### config.mk
export PLATFORM = sky130hd
export DESIGN_NAME = otsu_mul
export DESIGN_NICKNAME = d
export VERILOG_FILES = /design/src/sv/assert_macros.svh /design/src/sv/otsu_pkg.sv /design/src/sv/otsu_mul.sv
export SDC_FILE = /design/constraint.sdc
export NUM_CORES = 1
export LEC_CHECK = 0
export BUFFER_PORTS_ARGS = -buffer_cell sky130_fd_sc_hd__buf_2
export CELL_PAD_IN_SITES_DETAIL_PLACEMENT = 1
export CELL_PAD_IN_SITES_GLOBAL_PLACEMENT = 2
export CORE_MARGIN = 2
export CORE_UTILIZATION = 33
export DETAILED_ROUTE_END_ITERATION = 8
export HOLD_SLACK_MARGIN = 0.02
export PLACE_DENSITY = 0.77
export SLEW_MARGIN = 30
export SYNTH_ARGS = -nofsm -noshare
export SYNTH_HDL_FRONTEND = slang
export SYNTH_SLANG_ARGS = --single-unit
### constraint.sdc
create_clock -name clk_i -period 4.9 [get_ports clk_i]
set_input_delay 0.245 -clock clk_i [delete_from_list [all_inputs] [get_ports clk_i]]
set_output_delay 0.245 -clock clk_i [all_outputs]
set_load 0.05 [all_outputs]
### src/sv/assert_macros.svh
// Assertion macros used by the top-level RTL file of the Otsu binarizer.
// Needs clk_i and rst_ni in the scope where a macro is used.
`ifndef ASSERT_MACROS_SVH
`define ASSERT_MACROS_SVH

// Holds at every clock edge outside reset.
`define ASSERT_ALWAYS(lbl, prop, msg) \
  lbl: assert property (@(posedge clk_i) disable iff (!rst_ni) (prop)) else $error(msg);

// When the antecedent holds, the consequent holds in the next cycle.
`define ASSERT_NEXT(lbl, ante, cons, msg) \
  lbl: assert property (@(posedge clk_i) disable iff (!rst_ni) (ante) |=> (cons)) else $error(msg);

`endif

### src/sv/otsu_pkg.sv
// Types and constants of the Otsu threshold binarizer.
// Used by otsu_mul and otsu_threshold_binarizer; depends on nothing.
`default_nettype none
package otsu_pkg;

  localparam int COUNT_BITS = 20;
  localparam int CW   = COUNT_BITS;
  localparam int SW   = CW + 16;
  localparam int WBW  = CW + 8;
  localparam int DW   = CW + SW;
  localparam int NW   = 2 * DW;
  localparam int DNW  = 2 * CW;
  localparam int AW   = NW;
  localparam int BW   = DW;
  localparam int PW   = AW + BW;
  localparam int BINS = 256;

  localparam logic [CW-1:0] CountCap = {CW{1'b1}};
  localparam logic [7:0]    LastBin  = 8'd255;
  localparam logic [7:0]    PixHigh  = 8'd255;
  localparam logic [7:0]    PixLow   = 8'd0;

  localparam logic OpAccum    = 1'b0;
  localparam logic OpClassify = 1'b1;
  localparam logic KindThr    = 1'b0;
  localparam logic KindPixel  = 1'b1;

  typedef enum logic [3:0] {
    StIdle, StWait, StRead, StBin, StMulP, StMulQ, StMulNum, StMulDen,
    StMulL, StMulR, StNext, StOut, StClear
  } otsu_state_e;

endpackage
`default_nettype wire

### src/sv/otsu_mul.sv
// Bit-serial shift-and-add multiplier used by the threshold scan.
// Depends on otsu_pkg for the operand and product widths.
`default_nettype none
module otsu_mul (
  input  logic                     clk_i,
  input  logic                     rst_ni,
  input  logic                     start_i,
  input  logic [otsu_pkg::AW-1:0]  a_i,
  input  logic [otsu_pkg::BW-1:0]  b_i,
  output logic                     done_o,
  output logic [otsu_pkg::PW-1:0]  prod_o
);

  logic                    busy_q, busy_d;
  logic                    done_q, done_d;
  logic [otsu_pkg::PW-1:0] acc_q, acc_d;
  logic [otsu_pkg::PW-1:0] ash_q, ash_d;
  logic [otsu_pkg::BW-1:0] bsh_q, bsh_d;

  always_comb begin
    busy_d = busy_q;
    done_d = 1'b0;
    acc_d  = acc_q;
    ash_d  = ash_q;
    bsh_d  = bsh_q;
    if (start_i) begin
      busy_d = 1'b1;
      acc_d  = '0;
      ash_d  = otsu_pkg::PW'(a_i);
      bsh_d  = b_i;
    end else if (busy_q) begin
      if (bsh_q[0]) begin
        acc_d = acc_q + ash_q;
      end
      ash_d = ash_q << 1;
      bsh_d = bsh_q >> 1;
      if ((bsh_q >> 1) == '0) begin
        busy_d = 1'b0;
        done_d = 1'b1;
      end
    end
  end

  always_ff @(posedge clk_i or negedge rst_ni) begin
    if (!rst_ni) begin
      busy_q <= 1'b0;
      done_q <= 1'b0;
    end else begin
      busy_q <= busy_d;
      done_q <= done_d;
    end
  end

  always_ff @(posedge clk_i) begin
    acc_q <= acc_d;
    ash_q <= ash_d;
    bsh_q <= bsh_d;
  end

  assign done_o = done_q;
  assign prod_o = acc_q;

endmodule
`default_nettype wire
# Word-level counts from Yosys, hierarchy flattened
# Index checks and enable logic that the tools add are counted.
dict set report totals {
  regBits 394
  latchBits 0
  mem_bits_rw 0
  mem_bits_ro 0
  out_inout_bits 169
  wordCells 20
  memories 0
}
dict set report classes {
  add_sub_neg 1
  mul 0
  div 0
  magnitude_cmp 0
  n_eq_ne 0
  shifts 0
  mux 10
  bitwise 0
  reduce_logical 3
}
# cell n
set op_table {}
lappend op_table {{$mux 112} 2}
lappend op_table {{$add 168x168->168} 1}
lappend op_table {{$mux 56} 2}
lappend op_table {{$logic_not 56->1} 1}
lappend op_table {{$mux 1} 6}
lappend op_table {{$reduce_and 2->1} 1}
lappend op_table {{$reduce_bool 2->1} 1}

# Depth between registers and ports, before layout
dict set report depth {
  depth_word 4
  ltp_mapped 13
  depth_no_buf 13
}

# Least setup slack after synthesis
# OpenSTA, ideal clock, no wires.
dict set report synth_path {
  path_kind {register -> register}
  start {register busy_q}
  end {register ash_q[0] (netlist name) (enable)}
  setup_ns 0.520
  arrival_time_ns 4.741
  setup_slack_ns -0.361
  stages_incl_launch_ff 6
  period_less_slack_ns 5.261
  path_cell_list {dfrtp_1 > clkbuf_1 > buf_1 > clkbuf_1 > nor2_1 > inv_1}
}
dict set report synth_between {
  elab_chain_len 1
}
# item line
set synth_lines {}
lappend synth_lines {{from (decl)} otsu_mul.sv:14} ;# logic busy_q, busy_d;
lappend synth_lines {{from (signal assigned)} otsu_mul.sv:49} ;# busy_q <= busy_d;
lappend synth_lines {{$reduce_bool 2->1 (no source line)} -}
lappend synth_lines {{to (signal assigned)} otsu_mul.sv:56} ;# ash_q <= ash_d;
lappend synth_lines {{to (decl)} otsu_mul.sv:17} ;# logic [otsu_pkg::PW-1:0] ash_q, ash_d;
# Every way passes these cells.
# A chain may end at the register's enable or synchronous reset.

# Final worst setup path
dict set report layout_path {
  start {register ash_q[29] (netlist name)}
  end {register acc_q (netlist bit prod_o[140])}
}
dict set report layout_between {
  elab_chain_len 1
}
# item line
set layout_lines {}
lappend layout_lines {{$add 168x168->168} otsu_mul.sv:33} ;# acc_d = acc_q + ash_q;
lappend layout_lines {{to (signal assigned)} otsu_mul.sv:55} ;# acc_q <= acc_d;
lappend layout_lines {{to (decl)} otsu_mul.sv:16} ;# logic [otsu_pkg::PW-1:0] acc_q, acc_d;
# Every way passes these cells.

==> results.json <==
{
  "max_slew.worst_pin.slew_ns": 0.916,
  "synthCells": 3108,
  "yosysTopAreaCellShare": 0.188,
  "cts.sinks": 394,
  "timing.fmax_mhz": 220,
  "tns_ns": 0,
  "cp-end-kind": "register",
  "synthSimpleGateAreaFrac": 0.170,
  "synth_edf_count": 168,
  "htree_num_levels": 2,
  "reg2reg_from": "ash_q[29]",
  "synth_top_cell_by_area": "edfxtp_1",
  "power.total_w": 0.0141,
  "syn_avg_cell_area_um2": 8.61,
  "async_flop_share": 0.00508,
  "maxSlewViolCount": 0,
  "die-height_um": 289,
  "via_count": 25500,
  "muxShareOfSynthArea": 0.0923,
  "crit_type": "reg -> reg",
  "leakagePower_nw": 14.0,
  "peakVddDrop_mv": 0.288,
  "synth.top_cells.by_count": "424 x nand2_1, 370 x a21oi_1, 224 x dfxtp_1, 224 x nor2_1, 204 x o21ai_0",
  "crit_path_frequent_cell": "buf_4",
  "antenna_found_initial": 2,
  "relSlewSlack": 0.389,
  "syn2layout_area_growth_pct": 22.4,
  "grt_use_total": 0.244,
  "synth.distinct_cells": 86,
  "grt_pass1_vias": 26600,
  "internal-power_w": 0.00807,
  "grt-ovfl-total": 0,
  "avgViaCountPerCell": 5.53,
  "drt-pass1-iter-count": 6,
  "maxCapViolations": 0,
  "ant_nets": 0,
  "pwr-share-seq": 0.298,
  "cp.required_ns": 5.35,
  "io_pins": 340,
  "rsz0062_at_grt": "no",
  "yosysMostFrequentCell": "nand2_1",
  "setup_violations": 0,
  "die_area_mm2": 0.0834,
  "ys_top_cells_by_area": "edfxtp_1 19%, dfxtp_1 17%, ha_1 7.8%",
  "gp_congestion": 0.911,
  "finalCriticalPeriod_ns": 4.54,
  "synth_xor_area_frac": 0.0455,
  "crit_buf_inv": 3,
  "wirelength_um": 104000,
  "synth_fp_nets": 3447,
  "hold_class": "in -> reg",
  "fin_nets": 3851,
  "remaining_drc_errors": 0,
  "synth-compound-area-share": 0.218,
  "yosysSeqAreaShare": 0.358,
  "hold_viol": 0,
  "critical-path-max-stage-delay_ns": 0.57,
  "cts_tree": "built",
  "numCtsBuffers": 49,
  "switching_share": 0.427,
  "start_kind": "register",
  "crit_chain": "ha_1, a21oi_1, o21ai_0, a21oi_1, o221ai_1, a2111oi_0, buf_4, a2111oi_1, buf_4, nor2_1, buf_4, nor4_1, nor2_1, xnor2_1, o21ai_0",
  "drive_above_1_share": 0.187,
  "nFillCells": 9442,
  "power_frac_comb": 0.427,
  "grt_max_degree": 146,
  "worst_ep_arrival_time_ns": 4.99,
  "min_period_over_period": 0.926,
  "skew_ns": 0.0260,
  "crit_start": "ash_q[29]",
  "ys_warn_count": 0,
  "insertion_delay_ns": 0.63,
  "min_from": "start_i",
  "ys_ff_latch": 394,
  "synthFlopType": "dfxtp_1",
  "finish.utilization": 0.407,
  "outcome": "finished clean",
  "synthesis.area_mm2": 0.0268,
  "power_density_mw_per_mm2": 430,
  "rows": 104,
  "synth-adder-area-share": 0.0788,
  "crit_family": "compound AO/OA/AOI/OAI gates",
  "power.share.clock": 0.275,
  "grt_first_pass_wirelength_um": 160000,
  "core_mm2": 0.0804,
  "clockBufferDepth": 3,
  "synth_top_family_by_area": "compound AO/OA/AOI/OAI gates",
  "cp_slowest_cell": "nor4_1",
  "dpl.hpwl_um": 79600,
  "path_clk_slew_ns": 0.06,
  "io_buffers": 339,
  "wire_per_inst_um": 22.6,
  "p_sw_w": 0.00601,
  "crit_fanout": 9,
  "drt-initial-drc-count": 1431,
  "start_util": 0.333,
  "cts_root_buf": "clkbuf_16",
  "chipWidth_um": 289
}
## worst paths after layout
kind / endpoint / slack (ns) / cells after the start
setup / recovery: prod_o[140] / 0.36 / 15
hold / removal: prod_o[77] / 0.07 / 2
setup reg to reg: prod_o[140] / 0.36 / 15
hold reg to reg: prod_o[41] / 0.47 / 2
max in group asynchronous: busy_q / 4.29 / 3
min in group asynchronous: done_o / 0.47 / 3
## sequential cells by signal (all words and copies together) (netlist names)
name and count:
ash_q 168, bsh_q 56, busy_q 1, done_o 1, prod_o 168
## placed cells by master (no fill, tap or decap), types with 14 or more instances in the layout
cell           instances
nand4_1              104
a21boi_0              19
mux2_2               166
inv_1                 53
ha_1                 167
nor4_1                29
o31ai_1               25
and3_1                15
nor3_1                42
o211ai_1              19
o21ai_0              204
or3_1                 21
clkbuf_16             49
edfxtp_1             168
a21oi_1              370
a211oi_1              26
mux2i_1               60
nand2_1              423
nand3_1               50
a21o_1               102
nand2b_1              14
buf_2                338
xor2_1                69
nor2_1               223
dlygate4sd3_1        170
a31oi_1               19
dfxtp_1              224
o21a_1                26
xnor2_1               70
o21bai_1              55
buf_4                 32
## worst reg2reg max path: cells and delay by family (launching register included)
family	cells	cell delay, ns
AO/OA/AOI/OAI	7	1.82
XOR/XNOR	1	0.20
adder cells (fa/ha/maj)	1	0.49
buffers and inverters	3	0.59
flip-flops	1	0.40
AND/OR/NAND/NOR	3	0.87
## power groups by stage
stage | Clock [W] | Combinational (W) | Sequential, W
6_report | 0.00387 | 0.00601 | 0.00420
3_3_place_gp | 0 | 0.00575 | 0.00423
4_1_cts | 0.00396 | 0.00596 | 0.00420
3_5_place_dp | 0 | 0.00581 | 0.00427
2_1_floorplan | 0 | 0.00328 | 0.00505
5_1_grt | 0.00409 | 0.00647 | 0.00426
## metrics by stage
| step | setup WS [ns] | area (um^2) | hold WS [ns] | std cells |
|---|---|---|---|---|
| after detailed placement | 0.251 | 29300 | 0.0373 | 4350 |
| after CTS | 0.208 | 32700 | 0.0927 | 4612 |
| after global routing | 0.0487 | 32800 | 0.113 | 4616 |
| final | 0.363 | 32800 | 0.0747 | 4616 |
| after floorplan | 0.644 | 26800 | -0.0506 | 3108 |
| after global placement | 0.211 | 29300 | 0.0372 | 4350 |
## cell type report
type / count / area (um^2) / share of cell area
Antenna cell: 3 / 7.51 / 0.000229
Clock buffer: 65 / 1390 / 0.0423
Tap cell: 1060 / 1330 / 0.0405
Clock inverter: 27 / 323 / 0.00985
Sequential cell: 394 / 9580 / 0.292
Multi-Input combinational cell: 2468 / 16200 / 0.495
Inverter: 54 / 206 / 0.00630
Timing Repair Buffer: 545 / 3710 / 0.113
## logic make-up after synthesis
family / count (synthesis)
AND/OR/NAND/NOR: 987
XOR/XNOR: 139
multiplexers: 226
flip-flops: 394
adder cells (fa/ha/maj): 168
AO/OA/AOI/OAI: 948
buffers and inverters: 246
## routing by layer
layer / share of wire / track usage / vias to the layer above
met2: 0.48 / 0.415 / 547
met4: 0.029 / 0.0728 / 0
li1: - / - / 12200
met5: 0 / 0 / -
met1: 0.45 / 0.320 / 12600
met3: 0.042 / 0.0362 / 148
## timing repair
item / 4_1_cts / 5_1_grt
endpoints found under the hold margin: 170 / 0
resized for setup: 0 / 1
setup endpoints to repair: 0 / 3
buffers inserted: 0 / 0
hold buffers: 170 / 0
(Power assumes the default switching activity.)
